<file path="config.mk">
export PLATFORM = sky130hd
export DESIGN_NAME = touch_gesture_classifier_core_flat
export DESIGN_NICKNAME = d
export VERILOG_FILES = /design/src/hw/rtl/tgc_pkg.sv /design/src/hw/rtl/tgc_if.sv /design/src/hw/rtl/tgc_rotate.sv /design/src/hw/rtl/touch_gesture_classifier_core.sv /design/src/flat_wrapper.sv
export SDC_FILE = /design/constraint.sdc
export NUM_CORES = 1
export LEC_CHECK = 0
export ABC_CLOCK_PERIOD_IN_PS = 9800
export BUFFER_PORTS_ARGS = -buffer_cell sky130_fd_sc_hd__buf_4
export CORE_AREA = 3 3 167 169
export DETAILED_ROUTE_END_ITERATION = 10
export DIE_AREA = 0 0 170 172
export PLACE_DENSITY_LB_ADDON = 0.05
export SLEW_MARGIN = 15
export SYNTH_ARGS = -nofsm -noshare
export SYNTH_HDL_FRONTEND = slang
export SYNTH_SLANG_ARGS = --single-unit
</file>
<file path="constraint.sdc">
create_clock -name clk -period 9.8 [get_ports clk]
set_clock_uncertainty 0.05 [all_clocks]
set_input_delay 2.45 -clock clk [delete_from_list [all_inputs] [get_ports clk]]
set_output_delay 2.45 -clock clk [all_outputs]
set_load 0.02 [all_outputs]
</file>
<file path="src/hw/rtl/tgc_pkg.sv">
package tgc_pkg;

  localparam int COORD_BITS_DEF = 12;
  localparam int TS_BITS        = 32;
  localparam int PRESS_BITS     = 16;
  localparam int CFG_DW         = 16;
  localparam int CFG_IW         = 3;
  localparam int SWIPE_BITS     = 3;

  localparam logic [CFG_IW-1:0] REG_ROTATION  = 3'd0;
  localparam logic [CFG_IW-1:0] REG_WIDTH     = 3'd1;
  localparam logic [CFG_IW-1:0] REG_HEIGHT    = 3'd2;
  localparam logic [CFG_IW-1:0] REG_PRESS_MS  = 3'd3;
  localparam logic [CFG_IW-1:0] REG_THRESHOLD = 3'd4;

  localparam logic [1:0] ROT_0   = 2'd0;
  localparam logic [1:0] ROT_90  = 2'd1;
  localparam logic [1:0] ROT_180 = 2'd2;
  localparam logic [1:0] ROT_270 = 2'd3;

  localparam logic [SWIPE_BITS-1:0] SWIPE_NO_DIR = 3'd0;
  localparam logic [SWIPE_BITS-1:0] SWIPE_RIGHT  = 3'd1;
  localparam logic [SWIPE_BITS-1:0] SWIPE_LEFT   = 3'd2;
  localparam logic [SWIPE_BITS-1:0] SWIPE_DOWN   = 3'd3;
  localparam logic [SWIPE_BITS-1:0] SWIPE_UP     = 3'd4;

  localparam int RST_WIDTH     = 240;
  localparam int RST_HEIGHT    = 320;
  localparam int RST_PRESS_MS  = 500;
  localparam int RST_THRESHOLD = 30;

endpackage

</file>
<file path="src/hw/rtl/tgc_if.sv">
interface tgc_in_if #(
  parameter int CW = tgc_pkg::COORD_BITS_DEF
) ();
  logic                         valid;
  logic                         ready;
  logic                         cmd;
  logic                         touching;
  logic                         pos_valid;
  logic [CW-1:0]                raw_x;
  logic [CW-1:0]                raw_y;
  logic [tgc_pkg::TS_BITS-1:0]  now_ms;

  modport source (output valid, cmd, touching, pos_valid, raw_x, raw_y, now_ms,
                  input ready);
  modport sink   (input valid, cmd, touching, pos_valid, raw_x, raw_y, now_ms,
                  output ready);
endinterface

interface tgc_out_if #(
  parameter int CW = tgc_pkg::COORD_BITS_DEF
) ();
  logic                            valid;
  logic                            ready;
  logic [CW-1:0]                   touch_x;
  logic [CW-1:0]                   touch_y;
  logic                            held;
  logic                            pressed;
  logic                            released;
  logic [tgc_pkg::SWIPE_BITS-1:0]  swipe;

  modport source (output valid, touch_x, touch_y, held, pressed, released, swipe,
                  input ready);
  modport sink   (input valid, touch_x, touch_y, held, pressed, released, swipe,
                  output ready);
endinterface

</file>
<file path="src/hw/rtl/tgc_rotate.sv">
module tgc_rotate #(
  parameter int CW = tgc_pkg::COORD_BITS_DEF
) (
  input  logic [1:0]    rotation,
  input  logic [CW-1:0] panel_width,
  input  logic [CW-1:0] panel_height,
  input  logic [CW-1:0] raw_x,
  input  logic [CW-1:0] raw_y,
  output logic [CW-1:0] rot_x,
  output logic [CW-1:0] rot_y
);

  logic [CW-1:0] w_minus_x;
  logic [CW-1:0] h_minus_y;

  // A negative result saturates to zero.
  assign w_minus_x = (panel_width > raw_x)  ? (panel_width - raw_x)  : '0;
  assign h_minus_y = (panel_height > raw_y) ? (panel_height - raw_y) : '0;

  always_comb begin
    case (rotation)
      tgc_pkg::ROT_0: begin
        rot_x = raw_x;
        rot_y = raw_y;
      end
      tgc_pkg::ROT_90: begin
        rot_x = h_minus_y;
        rot_y = raw_x;
      end
      tgc_pkg::ROT_180: begin
        rot_x = w_minus_x;
        rot_y = h_minus_y;
      end
      tgc_pkg::ROT_270: begin
        rot_x = raw_y;
        rot_y = w_minus_x;
      end
      default: begin
        rot_x = raw_x;
        rot_y = raw_y;
      end
    endcase
  end

endmodule

</file>
<file path="src/hw/rtl/touch_gesture_classifier_core.sv">
// Touch gesture classifier: turns a stream of panel poll beats into touch start
// coordinates, held / long-press / release flags and a swipe direction.
// The in_if channel carries one poll or clear command per beat; every beat
// yields exactly one beat on out_if holding the updated gesture state.
// The cfg_ port writes rotation, panel size, press time and swipe threshold;
// write it only while no beat is in flight.
// From an accepted input beat to its output beat, the rotated coordinate is
// registered on entry, and the gesture state update is registered into the
// output, whose payload is the gesture state itself.
// Throughput is one beat per cycle while out_if.ready stays high.
// When the receiver stalls, the output beat holds, the input register fills,
// and in_if.ready drops until the output is taken.
// A synchronous active-low reset empties both stages, clears the gesture
// state and loads the default configuration.
module touch_gesture_classifier_core #(
  parameter int COORD_BITS = tgc_pkg::COORD_BITS_DEF
) (
  input  logic                          clk,
  input  logic                          rst_n,
  tgc_in_if.sink                        in_if,
  tgc_out_if.source                     out_if,
  input  logic                          cfg_we,
  input  logic [tgc_pkg::CFG_IW-1:0]    cfg_index,
  input  logic [tgc_pkg::CFG_DW-1:0]    cfg_data
);

  localparam int CW = COORD_BITS;
  localparam int TW = tgc_pkg::TS_BITS;

  logic [1:0]                     rotation_r;
  logic [CW-1:0]                  panel_width_r;
  logic [CW-1:0]                  panel_height_r;
  logic [tgc_pkg::PRESS_BITS-1:0] press_ms_r;
  logic [CW-1:0]                  threshold_r;

  logic          s1_valid_r, s1_valid_nxt;
  logic          s1_cmd_r, s1_touching_r, s1_pos_valid_r;
  logic [CW-1:0] s1_x_r, s1_y_r;
  logic [TW-1:0] s1_now_r;
  logic [CW-1:0] rot_x, rot_y;

  logic          out_valid_r, out_valid_nxt;
  logic          in_take, advance;

  logic [CW-1:0]                  start_x_r, start_x_nxt, start_y_r, start_y_nxt;
  logic [CW-1:0]                  end_x_r, end_x_nxt, end_y_r, end_y_nxt;
  logic [TW-1:0]                  hold_start_r, hold_start_nxt;
  logic                           active_r, active_nxt;
  logic                           press_r, press_nxt;
  logic                           release_r, release_nxt;
  logic                           skip_r, skip_nxt;
  logic                           held_r, held_nxt;
  logic [tgc_pkg::SWIPE_BITS-1:0] swipe_r, swipe_nxt;

  logic [CW-1:0] dx, dy;
  logic [TW-1:0] elapsed;

  always_ff @(posedge clk) begin
    if (!rst_n) begin
      rotation_r     <= tgc_pkg::ROT_0;
      panel_width_r  <= CW'(tgc_pkg::RST_WIDTH);
      panel_height_r <= CW'(tgc_pkg::RST_HEIGHT);
      press_ms_r     <= tgc_pkg::PRESS_BITS'(tgc_pkg::RST_PRESS_MS);
      threshold_r    <= CW'(tgc_pkg::RST_THRESHOLD);
    end else if (cfg_we) begin
      case (cfg_index)
        tgc_pkg::REG_ROTATION:  rotation_r     <= cfg_data[1:0];
        tgc_pkg::REG_WIDTH:     panel_width_r  <= cfg_data[CW-1:0];
        tgc_pkg::REG_HEIGHT:    panel_height_r <= cfg_data[CW-1:0];
        tgc_pkg::REG_PRESS_MS:  press_ms_r     <= cfg_data[tgc_pkg::PRESS_BITS-1:0];
        tgc_pkg::REG_THRESHOLD: threshold_r    <= cfg_data[CW-1:0];
        default: begin
        end
      endcase
    end
  end

  tgc_rotate #(.CW(CW)) u_rotate (
    .rotation     (rotation_r),
    .panel_width  (panel_width_r),
    .panel_height (panel_height_r),
    .raw_x        (in_if.raw_x),
    .raw_y        (in_if.raw_y),
    .rot_x        (rot_x),
    .rot_y        (rot_y)
  );

  assign advance     = s1_valid_r && (!out_valid_r || out_if.ready);
  assign in_if.ready = !s1_valid_r || advance;
  assign in_take     = in_if.valid && in_if.ready;

  assign s1_valid_nxt  = in_take ? 1'b1 : (advance ? 1'b0 : s1_valid_r);
  assign out_valid_nxt = advance ? 1'b1 : (out_if.ready ? 1'b0 : out_valid_r);

  always_ff @(posedge clk) begin
    if (!rst_n) begin
      s1_valid_r  <= 1'b0;
      out_valid_r <= 1'b0;
    end else begin
      s1_valid_r  <= s1_valid_nxt;
      out_valid_r <= out_valid_nxt;
    end
  end

  always_ff @(posedge clk) begin
    if (in_take) begin
      s1_cmd_r       <= in_if.cmd;
      s1_touching_r  <= in_if.touching;
      s1_pos_valid_r <= in_if.pos_valid;
      s1_x_r         <= rot_x;
      s1_y_r         <= rot_y;
      s1_now_r       <= in_if.now_ms;
    end
  end

  assign elapsed = s1_now_r - hold_start_r;

  always_comb begin
    start_x_nxt    = start_x_r;
    start_y_nxt    = start_y_r;
    end_x_nxt      = end_x_r;
    end_y_nxt      = end_y_r;
    hold_start_nxt = hold_start_r;
    active_nxt     = active_r;
    press_nxt      = press_r;
    release_nxt    = release_r;
    skip_nxt       = skip_r;
    held_nxt       = held_r;
    swipe_nxt      = swipe_r;
    dx             = '0;
    dy             = '0;
    if (s1_cmd_r) begin
      held_nxt    = 1'b0;
      press_nxt   = 1'b0;
      release_nxt = 1'b0;
      active_nxt  = 1'b0;
      swipe_nxt   = tgc_pkg::SWIPE_NO_DIR;
      start_x_nxt = '0;
      start_y_nxt = '0;
      end_x_nxt   = '0;
      end_y_nxt   = '0;
    end else begin
      held_nxt = s1_touching_r;
      if (s1_pos_valid_r) begin
        end_x_nxt = s1_x_r;
        end_y_nxt = s1_y_r;
        if (!s1_touching_r) begin
          start_x_nxt = s1_x_r;
          start_y_nxt = s1_y_r;
        end
      end
      dx = (start_x_nxt > end_x_nxt) ? (start_x_nxt - end_x_nxt)
                                     : (end_x_nxt - start_x_nxt);
      dy = (start_y_nxt > end_y_nxt) ? (start_y_nxt - end_y_nxt)
                                     : (end_y_nxt - start_y_nxt);
      if (skip_r) begin
        // The poll after a long press only refreshes contact and position.
        skip_nxt = 1'b0;
      end else if (!s1_touching_r) begin
        if (active_r) begin
          active_nxt  = 1'b0;
          release_nxt = 1'b1;
          if (dx > threshold_r || dy > threshold_r) begin
            if (dx >= dy) begin
              swipe_nxt = (start_x_nxt > end_x_nxt) ? tgc_pkg::SWIPE_RIGHT
                                                    : tgc_pkg::SWIPE_LEFT;
            end else begin
              swipe_nxt = (start_y_nxt > end_y_nxt) ? tgc_pkg::SWIPE_DOWN
                                                    : tgc_pkg::SWIPE_UP;
            end
          end
        end
      end else if (active_r) begin
        if (!press_r && (elapsed > TW'(press_ms_r))) begin
          active_nxt = 1'b0;
          press_nxt  = 1'b1;
          skip_nxt   = 1'b1;
        end
      end else begin
        active_nxt     = 1'b1;
        release_nxt    = 1'b0;
        hold_start_nxt = s1_now_r;
        start_x_nxt    = end_x_nxt;
        start_y_nxt    = end_y_nxt;
      end
    end
  end

  always_ff @(posedge clk) begin
    if (!rst_n) begin
      start_x_r    <= '0;
      start_y_r    <= '0;
      end_x_r      <= '0;
      end_y_r      <= '0;
      hold_start_r <= '0;
      active_r     <= 1'b0;
      press_r      <= 1'b0;
      release_r    <= 1'b0;
      skip_r       <= 1'b0;
      held_r       <= 1'b0;
      swipe_r      <= tgc_pkg::SWIPE_NO_DIR;
    end else if (advance) begin
      start_x_r    <= start_x_nxt;
      start_y_r    <= start_y_nxt;
      end_x_r      <= end_x_nxt;
      end_y_r      <= end_y_nxt;
      hold_start_r <= hold_start_nxt;
      active_r     <= active_nxt;
      press_r      <= press_nxt;
      release_r    <= release_nxt;
      skip_r       <= skip_nxt;
      held_r       <= held_nxt;
      swipe_r      <= swipe_nxt;
    end
  end

  assign out_if.valid    = out_valid_r;
  assign out_if.touch_x  = start_x_r;
  assign out_if.touch_y  = start_y_r;
  assign out_if.held     = held_r;
  assign out_if.pressed  = press_r;
  assign out_if.released = release_r;
  assign out_if.swipe    = swipe_r;

endmodule

</file>
<file path="src/flat_wrapper.sv">
// flat-port wrapper written by rule: the top's interface ports become plain ports
module touch_gesture_classifier_core_flat 
#(
  parameter int COORD_BITS = tgc_pkg::COORD_BITS_DEF
)
  (clk, rst_n, cfg_we, cfg_index, cfg_data, in_if_valid, in_if_cmd, in_if_touching, in_if_pos_valid, in_if_raw_x, in_if_raw_y, in_if_now_ms, in_if_ready, out_if_valid, out_if_touch_x, out_if_touch_y, out_if_held, out_if_pressed, out_if_released, out_if_swipe, out_if_ready);
  tgc_in_if #(.CW((tgc_pkg::COORD_BITS_DEF))) in_if_i ();
  tgc_out_if #(.CW((tgc_pkg::COORD_BITS_DEF))) out_if_i ();
  input  logic clk;
  input  logic rst_n;
  input  logic cfg_we;
  input  logic [tgc_pkg::CFG_IW-1:0] cfg_index;
  input  logic [tgc_pkg::CFG_DW-1:0] cfg_data;
  input wire logic [$bits(in_if_i.valid)-1:0] in_if_valid;
  input wire logic [$bits(in_if_i.cmd)-1:0] in_if_cmd;
  input wire logic [$bits(in_if_i.touching)-1:0] in_if_touching;
  input wire logic [$bits(in_if_i.pos_valid)-1:0] in_if_pos_valid;
  input wire logic [$bits(in_if_i.raw_x)-1:0] in_if_raw_x;
  input wire logic [$bits(in_if_i.raw_y)-1:0] in_if_raw_y;
  input wire logic [$bits(in_if_i.now_ms)-1:0] in_if_now_ms;
  output wire logic [$bits(in_if_i.ready)-1:0] in_if_ready;
  output wire logic [$bits(out_if_i.valid)-1:0] out_if_valid;
  output wire logic [$bits(out_if_i.touch_x)-1:0] out_if_touch_x;
  output wire logic [$bits(out_if_i.touch_y)-1:0] out_if_touch_y;
  output wire logic [$bits(out_if_i.held)-1:0] out_if_held;
  output wire logic [$bits(out_if_i.pressed)-1:0] out_if_pressed;
  output wire logic [$bits(out_if_i.released)-1:0] out_if_released;
  output wire logic [$bits(out_if_i.swipe)-1:0] out_if_swipe;
  input wire logic [$bits(out_if_i.ready)-1:0] out_if_ready;
  assign in_if_i.valid = in_if_valid;
  assign in_if_i.cmd = in_if_cmd;
  assign in_if_i.touching = in_if_touching;
  assign in_if_i.pos_valid = in_if_pos_valid;
  assign in_if_i.raw_x = in_if_raw_x;
  assign in_if_i.raw_y = in_if_raw_y;
  assign in_if_i.now_ms = in_if_now_ms;
  assign in_if_ready = in_if_i.ready;
  assign out_if_valid = out_if_i.valid;
  assign out_if_touch_x = out_if_i.touch_x;
  assign out_if_touch_y = out_if_i.touch_y;
  assign out_if_held = out_if_i.held;
  assign out_if_pressed = out_if_i.pressed;
  assign out_if_released = out_if_i.released;
  assign out_if_swipe = out_if_i.swipe;
  assign out_if_i.ready = out_if_ready;
  touch_gesture_classifier_core #(.COORD_BITS(COORD_BITS)) u_core (.clk(clk), .rst_n(rst_n), .in_if(in_if_i), .out_if(out_if_i), .cfg_we(cfg_we), .cfg_index(cfg_index), .cfg_data(cfg_data));
endmodule
</file>
==> results of run 1 <==
==> power by group through the flow <==
stage                     Clock, mW  Sequential (mW)  Combinational (mW)
final                         0.938            0.921               0.736
after global routing          0.990            0.923               0.830
after CTS                     0.955            0.920               0.735
after detailed placement          0            0.938               0.729
after global placement            0            0.938               0.722
after floorplan                   0            0.930               0.547
==> Yosys cell counts (5+ instances only) <==
cell type                  count  area share
sky130_fd_sc_hd__a211oi_1     21       0.011
sky130_fd_sc_hd__a21o_1       62       0.032
sky130_fd_sc_hd__a21oi_1     195       0.067
sky130_fd_sc_hd__a22oi_1      41       0.021
sky130_fd_sc_hd__a31oi_1      11      0.0047
sky130_fd_sc_hd__and2_1        5      0.0022
sky130_fd_sc_hd__and3_1        8      0.0034
sky130_fd_sc_hd__buf_1        10      0.0026
sky130_fd_sc_hd__buf_2         8      0.0028
sky130_fd_sc_hd__clkbuf_1     67       0.017
sky130_fd_sc_hd__dfxtp_1     144        0.20
sky130_fd_sc_hd__edfxtp_1     59        0.12
sky130_fd_sc_hd__fa_1          7      0.0096
sky130_fd_sc_hd__ha_1        153        0.13
sky130_fd_sc_hd__inv_1       163       0.042
sky130_fd_sc_hd__mux2_2       13       0.010
sky130_fd_sc_hd__mux2i_1      61       0.042
sky130_fd_sc_hd__nand2_1     253       0.065
sky130_fd_sc_hd__nand2b_1      8      0.0034
sky130_fd_sc_hd__nand3_1      31       0.011
sky130_fd_sc_hd__nand3b_1      6      0.0031
sky130_fd_sc_hd__nand4_1      29       0.012
sky130_fd_sc_hd__nor2_1      126       0.033
sky130_fd_sc_hd__nor2b_1      21      0.0090
sky130_fd_sc_hd__nor3_1       39       0.013
sky130_fd_sc_hd__o211ai_1     17      0.0088
sky130_fd_sc_hd__o21a_1       10      0.0052
sky130_fd_sc_hd__o21ai_0      61       0.021
sky130_fd_sc_hd__o21bai_1      5      0.0026
sky130_fd_sc_hd__o31ai_1       6      0.0031
sky130_fd_sc_hd__or2_2         5      0.0022
sky130_fd_sc_hd__xnor2_1      41       0.025
sky130_fd_sc_hd__xor2_1       27       0.016
==> cells by family (layout without fill, tap and decap cells) <==
logic type | count (synthesis) | in the layout | synth area share
adder cells (fa/ha/maj) | 160 | 160 | 0.141
flip-flops | 203 | 203 | 0.320
AO/OA/AOI/OAI | 480 | 480 | 0.211
AND/OR/NAND/NOR | 546 | 546 | 0.166
multiplexers | 76 | 76 | 0.0547
XOR/XNOR | 68 | 68 | 0.0410
buffers and inverters | 250 | 336 | 0.0658
==> worst min-delay path by stage <==
stage                                       start                 endpoint  slack (ns)  cells after the start
after floorplan           u_core.hold_start_r[10]  u_core.hold_start_r[10]        0.39                      2
after global placement    u_core.hold_start_r[22]  u_core.hold_start_r[22]        0.39                      2
after detailed placement  u_core.hold_start_r[27]  u_core.hold_start_r[27]        0.40                      2
after CTS                 u_core.hold_start_r[27]  u_core.hold_start_r[27]        0.40                      2
after global routing      u_core.hold_start_r[21]  u_core.hold_start_r[21]        0.42                      2
final                     u_core.hold_start_r[16]  u_core.hold_start_r[16]        0.40                      2
==> final cells by class <==
| type | instances | area, sq um | area share |
|---|---|---|---|
| sequential | 203 | 4650 | 0.283 |
| multi-input combinational | 1330 | 8930 | 0.544 |
| clock inverter | 14 | 201 | 0.0123 |
| tap | 341 | 427 | 0.0260 |
| clock buffer | 30 | 633 | 0.0385 |
| inverter | 164 | 618 | 0.0376 |
| timing repair buffer | 128 | 961 | 0.0585 |
==> tightest hold or removal path, stage by stage (launching register included) <==
cell	delay (ns)
sky130_fd_sc_hd__dfxtp_1	0.31
sky130_fd_sc_hd__nand2_1	0.05
sky130_fd_sc_hd__a21oi_1	0.05
==> stage by stage <==
step	worst slack (ns)	util
after detailed placement	3.06	0.583
after floorplan	3.85	-
final	2.97	0.615
after global routing	2.59	0.615
after global placement	3.11	0.583
after CTS	3.01	0.615
==> registers in the layout (all words and copies together), names as in the netlist, 2 cells and up <==
| name | count |
|---|---|
| u_core.press_ms_r | 16 |
| u_core.threshold_r | 12 |
| u_core.out_if.swipe | 3 |
| u_core.rotation_r | 2 |
| u_core.panel_width_r | 12 |
| u_core.panel_height_r | 12 |
| u_core.out_if.touch_y | 12 |
| u_core.hold_start_r | 32 |
| u_core.end_x_r | 12 |
| u_core.s1_now_r | 32 |
| u_core.end_y_r | 12 |
| u_core.s1_x_r | 12 |
| u_core.out_if.touch_x | 12 |
| u_core.s1_y_r | 12 |
==> metal layers <==
layer | vias up | routed length (um) | global-route usage
li1 | 6381 | - | -
met5 | - | 0 | 0
met2 | 291 | 17300 | 0.424
met1 | 5847 | 18700 | 0.376
met4 | 0 | 1030 | 0.0670
met3 | 56 | 1660 | 0.0247
==> Implementation_results.wiki, run 1 <==
{| class="wikitable"
! Metric !! Value
|-
| Core region area || between 0.02 and 0.03 sq mm
|-
| Worst hold slack || 0.403 ns
|-
| Detailed router's first-iteration violation count || ~800
|-
| Number of cell rows || 60
|-
| Leading cell types in the layout, fill and taps excluded || sky130_fd_sc_hd__nand2_1 (253), sky130_fd_sc_hd__a21oi_1 (195), sky130_fd_sc_hd__inv_1 (163), sky130_fd_sc_hd__ha_1 (153), sky130_fd_sc_hd__dfxtp_1 (144)
|-
| Critical Path Max Stage Delay || between 0.6 and 0.7 ns
|-
| Critical Path Sink || u_core.out_if.swipe[2]
|-
| Non-Filler Cell Area, Final || ~0.016 sq mm
|-
| Standby leakage power || 7.06 nW
|-
| R2R Setup Slk || a little under 3 ns
|-
| CP startpoint || u_core.s1_pos_valid_r
|-
| Number of max-slew violations in the final report || 0
|-
| Max-cap violation count || 0
|-
| Syn-to-layout area delta || 13.0%
|-
| Num Clock Sinks || 203
|-
| Share of the clock period used by the worst path after layout || 0.697
|-
| Transition time of the tightest slew-check pin || 1.00 ns
|-
| Slowest CP cell || sky130_fd_sc_hd__nor2b_2
|-
| Die footprint || 0.0292 sq mm
|-
| Wire length of the first global-routing pass || 62100 um
|-
| Crit path max-delay family || compound AO/OA/AOI/OAI gates
|-
| Register share of total power || 0.355
|-
| Arrival time worst endpoint || 7.19 ns
|-
| CTS HTree Levels || 1
|-
| DIE HEIGHT || 172 um
|-
| Final Non-Filler Cells || approximately 2.2k
|-
| Required time of the critical path || 10.16 ns
|-
| Critical Path Most Common Cell || sky130_fd_sc_hd__a21o_1
|-
| Number of antenna cells inserted || 0
|-
| Number of buffers added by the clock tree synthesis step || 24
|-
| Floorplan die width || 170 um
|-
| Initial Util || 0.544
|-
| DRC violation count after routing || 0
|-
| Initial antenna violation count || 0
|-
| DR vias || 12.6k
|-
| Startpoint-to-endpoint class of the critical path || reg -> reg
|-
| Share of synthesized area occupied by flip-flops and latches || 0.320
|-
| Min cycle time layout || around 6.8 ns
|-
| Grt ovf || 0
|-
| Vias per cell || 5.69
|-
| Clock tree from TritonCTS || built
|-
| Cell chosen for the clock root || sky130_fd_sc_hd__clkbuf_16
|-
| Number of filler cells placed in the layout || 2382
|-
| Setup repair after global routing missed its margin || no
|-
| Number of global-route vias before repair || 11.9k
|-
| Kind of launch point of the worst setup path || register
|-
| Latest clock arrival within the worst-skew pair || around 0.55 ns
|-
| Clock transition at path regs || 0.06 ns
|-
| Critical path depth || 27
|-
| Maximum clock frequency || 146 MHz
|-
| Final-stage net count || 2094
|-
| Proportion of total power due to net switching || 0.314
|-
| Avg WL per Cell || 17.5 um
|-
| Mapped Cells || 1783
|-
| Detailed-router iteration count before antenna repair || 5
|-
| Internal power component || ~1.8 mW
|-
| Boundary pin count || 115
|-
| Finish-stage setup viols || 0
|-
| Cell area power density || 158 mW/mm^2
|-
| Post-synth EDFFs || 59
|-
| Number of cells on the worst reg-to-reg path || 27
|-
| Reg2reg start || u_core.s1_pos_valid_r
|-
| Post-Synthesis Net Count || 2026
|-
| DP Area || about 0.016 sq mm
|-
| Number of antenna-violating nets in the routed design || 0
|-
| Design Power || 2.59 mW
|-
| Final Wtd Congestion || slightly below 1
|-
| Switching power summed over all nets || between 0.8 and 0.9 mW
|-
| Final Hold Violating Endpoints || 0
|-
| Post-detailed-placement half-perimeter wirelength || 29800 um
|-
| Most common library cell in the layout ignoring fill and taps || sky130_fd_sc_hd__nand2_1
|-
| Buffers inserted during post-CTS setup optimization || 0
|-
| Setup Total Neg Slack || 0 ns
|-
| Number of buffers inserted for hold repair after clock tree synthesis || 0
|-
| Global-route usage over all layers || 0.261
|-
| Maximum buffer depth of the clock tree || 3
|-
| Number of library cell types mapped by synthesis || 82
|-
| Tightest Hold Check Type || reg -> reg
|-
| Part of the power in the clock network || 0.361
|-
| Final WL || 38800 um
|-
| Cells resized by post-CTS repair || 0
|-
| Most used flip-flop cell after synthesis || sky130_fd_sc_hd__dfxtp_1
|-
| Largest net degree at the start of global routing || between 70 and 80
|-
| Yosys Warn Count || 0
|-
| Maximum fanout count along the critical path || 25
|-
| Flip-flop and latch count after synthesis || 203
|-
| Placed instance count || 2166
|-
| Count of buffers inserted at the top-level ports || between 100 and 150
|-
| Reg-to-Reg End || u_core.out_if.swipe[2]
|-
| Result of the run || finished, final reports clean
|-
| Combinational group share of total power || 0.284
|-
| Largest vdd supply drop || 145 uV
|-
| Buf/Inv on CP || 3
|-
| Per-instance average area after synthesis || 8.15 sq um
|-
| Max-Slew Margin vs Limit || 0.331
|-
| Kind of end point of the critical path || register
|-
| Cell Area, Synth || ~0.015 sq mm
|-
| Share of post-route cells with drive strength above 1 || 0.109
|-
| Asr flop ratio synth || 0
|}
No activity file was read; power rests on OpenSTA's default activity.
==> run 2: changes to the inputs <==
Settings changed: ABC_AREA set to 1, ABC_CLOCK_PERIOD_IN_PS 9800 to 7000, CORE_AREA 3 3 167 169 to 3 3 173 175, DIE_AREA 0 0 170 172 to 0 0 176 178.
Clock period 9.8 ns to 7 ns, I/O delays scaled along.
==> Implementation_results.wiki, run 2 <==
{| class="wikitable"
! Metric !! Value
|-
| Result of the run || finished, final reports clean
|-
| Setup repair after global routing missed its margin || no
|-
| Yosys Warn Count || 0 (unchanged)
|-
| Share of synthesized area occupied by flip-flops and latches || 0.298 (-0.0223)
|-
| Final-stage net count || 2642 (+26%)
|-
| Number of antenna-violating nets in the routed design || 0 (unchanged)
|-
| Die footprint || 0.0313 sq mm (+7.1%)
|-
| Number of buffers inserted for hold repair after clock tree synthesis || 0 (unchanged)
|-
| Design Power || 3.82 mW (+47%)
|-
| Latest clock arrival within the worst-skew pair || 0.54 ns (about the same)
|-
| Per-instance average area after synthesis || 6.76 sq um (-17%)
|-
| Detailed-router iteration count before antenna repair || 6 (+1)
|-
| Avg WL per Cell || 16.2 um (-7.4%)
|-
| Reg-to-Reg End || u_core.out_if.swipe[1]
|-
| Initial antenna violation count || 0 (unchanged)
|-
| CTS HTree Levels || 1 (unchanged)
|-
| Most instantiated cells after synthesis || sky130_fd_sc_hd__nand2_1 (545), sky130_fd_sc_hd__inv_1 (408), sky130_fd_sc_hd__a21oi_1 (236)
|-
| Share of post-route cells with drive strength above 1 || 0.0981 (-0.0106)
|-
| Max-Slew Margin vs Limit || 0.400 (+0.0692)
|-
| Required time of the critical path || 7.35 ns (-2.81 ns)
|-
| Vias per cell || 5.43 (-4.6%)
|-
| Cell area power density || 217 mW/mm^2 (+37%)
|-
| Number of antenna cells inserted || 0 (unchanged)
|-
| Number of max-slew violations in the final report || 0 (unchanged)
|-
| Maximum fanout count along the critical path || 27 (+8.0%)
|-
| Number of global-route vias before repair || 14.1k (+19%)
|-
| Asr flop ratio synth || 0 (unchanged)
|-
| Slowest CP cell || sky130_fd_sc_hd__nand2_1
|-
| Count of buffers inserted at the top-level ports || 114 (unchanged)
|-
| R2R Setup Slk || 1.61 ns (-1.36 ns)
|-
| Share of the clock period used by the worst path after layout || 0.770 (+0.0735)
|-
| Regs by FF count || u_core.hold_start_r x32, u_core.s1_now_r x32, u_core.press_ms_r x16
|-
| Worst hold slack || 0.409 ns (+0.00592 ns)
|-
| Standby leakage power || 8.90 nW (+26%)
|-
| Buffers inserted during post-CTS setup optimization || 0 (unchanged)
|-
| Number of library cell types mapped by synthesis || 49 (-40%)
|-
| Num Clock Sinks || 203 (unchanged)
|-
| Cells resized by post-CTS repair || 0 (unchanged)
|-
| Critical Path Most Common Cell || sky130_fd_sc_hd__nand2_1
|-
| Most used flip-flop cell after synthesis || sky130_fd_sc_hd__dfxtp_1
|-
| DRC violation count after routing || 0 (unchanged)
|-
| Grt ovf || 0 (unchanged)
|-
| Reg2reg start || u_core.s1_touching_r
|-
| Final Wtd Congestion || 0.935 (-2.9%)
|-
| Fin worst setup slack || 1.61 ns (-1.36 ns)
|-
| DIE HEIGHT || 178 um (+3.5%)
|-
| Number of cells on the worst reg-to-reg path || 31 (+15%)
|-
| DR vias || 15.2k (+21%)
|-
| Transition time of the tightest slew-check pin || 0.900 ns (-0.103 ns)
|-
| Flip-flop and latch count after synthesis || 203 (unchanged)
|-
| Number of cell rows || 62 (+3.3%)
|-
| Critical Path Max Stage Delay || 0.50 ns (-0.19 ns)
|-
| Mapped Cells || 2311 (+30%)
|-
| Kind of end point of the critical path || register
|-
| Maximum clock frequency || 185 MHz (+27%)
|-
| Core region area || 0.0286 sq mm (+7.1%)
|-
| Detailed router's first-iteration violation count || 1232 (+54%)
|-
| Non-Filler Cell Area, Final || 0.0176 sq mm (+7.2%)
|-
| Tightest Hold Check Type || reg -> reg
|-
| Setup Total Neg Slack || 0 ns (unchanged)
|-
| Number of buffers added by the clock tree synthesis step || 24 (unchanged)
|-
| Cell chosen for the clock root || sky130_fd_sc_hd__clkbuf_16
|-
| Syn-to-layout area delta || 12.8%
|-
| Global-route usage over all layers || 0.285 (+0.0235)
|-
| Top-area cell type share of the netlist area || 0.185 (-0.0138)
|-
| Final Hold Violating Endpoints || 0 (unchanged)
|-
| Leading cell types in the layout, fill and taps excluded || sky130_fd_sc_hd__nand2_1 (544), sky130_fd_sc_hd__inv_1 (407), sky130_fd_sc_hd__a21oi_1 (236), sky130_fd_sc_hd__o21ai_0 (202), sky130_fd_sc_hd__nor2_1 (166)
|-
| Min cycle time layout || 5.39 ns (-1.44 ns)
|-
| Initial Util || 0.546 (+0.00190)
|-
| Most common library cell in the layout ignoring fill and taps || sky130_fd_sc_hd__nand2_1
|-
| Clock tree from TritonCTS || built
|-
| Worst slack, placed || 1.66 ns (-1.40 ns)
|-
| DP Area || 0.0168 sq mm (+7.7%)
|-
| Floorplan die width || 176 um (+3.5%)
|-
| Max-cap violation count || 0 (unchanged)
|-
| Final Non-Filler Cells || 2801 (+27%)
|-
| Startpoint-to-endpoint class of the critical path || reg -> reg
|-
| Post-synth EDFFs || 59 (unchanged)
|-
| Startpoint of the worst hold path || u_core.hold_start_r[13]
|-
| Clock transition at path regs || 0.07 ns (about the same)
|-
| Wire length of the first global-routing pass || 72000 um (+16%)
|-
| Finish-stage setup viols || 0 (unchanged)
|-
| Largest net degree at the start of global routing || 83 (+7.8%)
|-
| Final WL || 45500 um (+17%)
|-
| Synth area leader || sky130_fd_sc_hd__dfxtp_1
|-
| Largest vdd supply drop || 185 uV (+27%)
|-
| Placed instance count || 2757 (+27%)
|-
| Kind of launch point of the worst setup path || register
|-
| Cell Area, Synth || 0.0156 sq mm (+7.5%)
|-
| Post-Synthesis Net Count || 2554 (+26%)
|-
| Final cell utilization of the core || 0.615 (+0.000651)
|-
| Number of instances on the worst hold path || 2 (unchanged)
|-
| Post-detailed-placement half-perimeter wirelength || 35500 um (+19%)
|-
| Arrival time worst endpoint || 5.74 ns (-1.45 ns)
|-
| Top-count cell post-synth || sky130_fd_sc_hd__nand2_1
|-
| Worst Hold End || u_core.hold_start_r[13]
|-
| Main area contributors after synthesis || sky130_fd_sc_hd__dfxtp_1 (18%), sky130_fd_sc_hd__nand2_1 (13%), sky130_fd_sc_hd__ha_1 (12%)
|-
| Boundary pin count || 115 (unchanged)
|-
| Maximum buffer depth of the clock tree || 3 (unchanged)
|}
run 2: how the worst max path moves through the flow:
| stage | startpoint | end | slack, ns | cells after the start |
|---|---|---|---|---|
| floorplan | u_core.s1_pos_valid_r | u_core.out_if.swipe[2] | 2.77 | 30 |
| global placement | u_core.s1_touching_r | u_core.out_if.swipe[0] | 1.80 | 28 |
| detailed placement | u_core.s1_touching_r | u_core.out_if.swipe[1] | 1.66 | 27 |
| CTS | u_core.s1_touching_r | u_core.out_if.swipe[2] | 1.63 | 27 |
| global route | u_core.s1_touching_r | u_core.out_if.swipe[1] | 0.84 | 29 |
| finish | u_core.s1_touching_r | u_core.out_if.swipe[1] | 1.61 | 31 |
run 2: cells by family (layout without fill, tap and decap cells):
kind of cell             Yosys count  count (layout)  share of synthesized area
AO/OA/AOI/OAI                    534             534                      0.189
XOR/XNOR                          56              56                     0.0314
flip-flops                       203             203                      0.298
buffers and inverters            488             594                      0.119
AND/OR/NAND/NOR                  868             868                      0.230
multiplexers                       2               2                    0.00128
adder cells (fa/ha/maj)          160             160                      0.132
run 2: worst max-delay path, delay by kind of cell, from the launching register on:
| kind | cells | cell delay [ns] |
|---|---|---|
| compound gates | 6 | 0.94 |
| flops | 1 | 0.38 |
| simple gates | 14 | 1.98 |
| fa+ha+maj | 3 | 0.76 |
| buf+inv | 8 | 1.14 |
run 2: final cells by class:
cell class | count | area (sq um)
repair buffers | 126 | 946
clock buffers | 32 | 671
multi-input cells | 1620 | 9120
flip-flops and latches | 203 | 4650
clock inverters | 12 | 155
fillers | 2728 | 11000
well taps | 384 | 480
inverters | 424 | 1590
run 2: power by group:
part | internal (mW) | switching, mW | total [mW]
clock network | 0.760 | 0.532 | 1.29
logic | 0.435 | 0.794 | 1.23
registers | 1.27 | 0.0367 | 1.30
total | 2.46 | 1.36 | 3.82
run 2: routing by layer:
metal	GRT usage	routed length, um	share of wire
met1	0.403	21100	0.46
met2	0.445	19400	0.43
met3	0.0432	3340	0.073
met4	0.0947	1640	0.036
met5	0	0	0
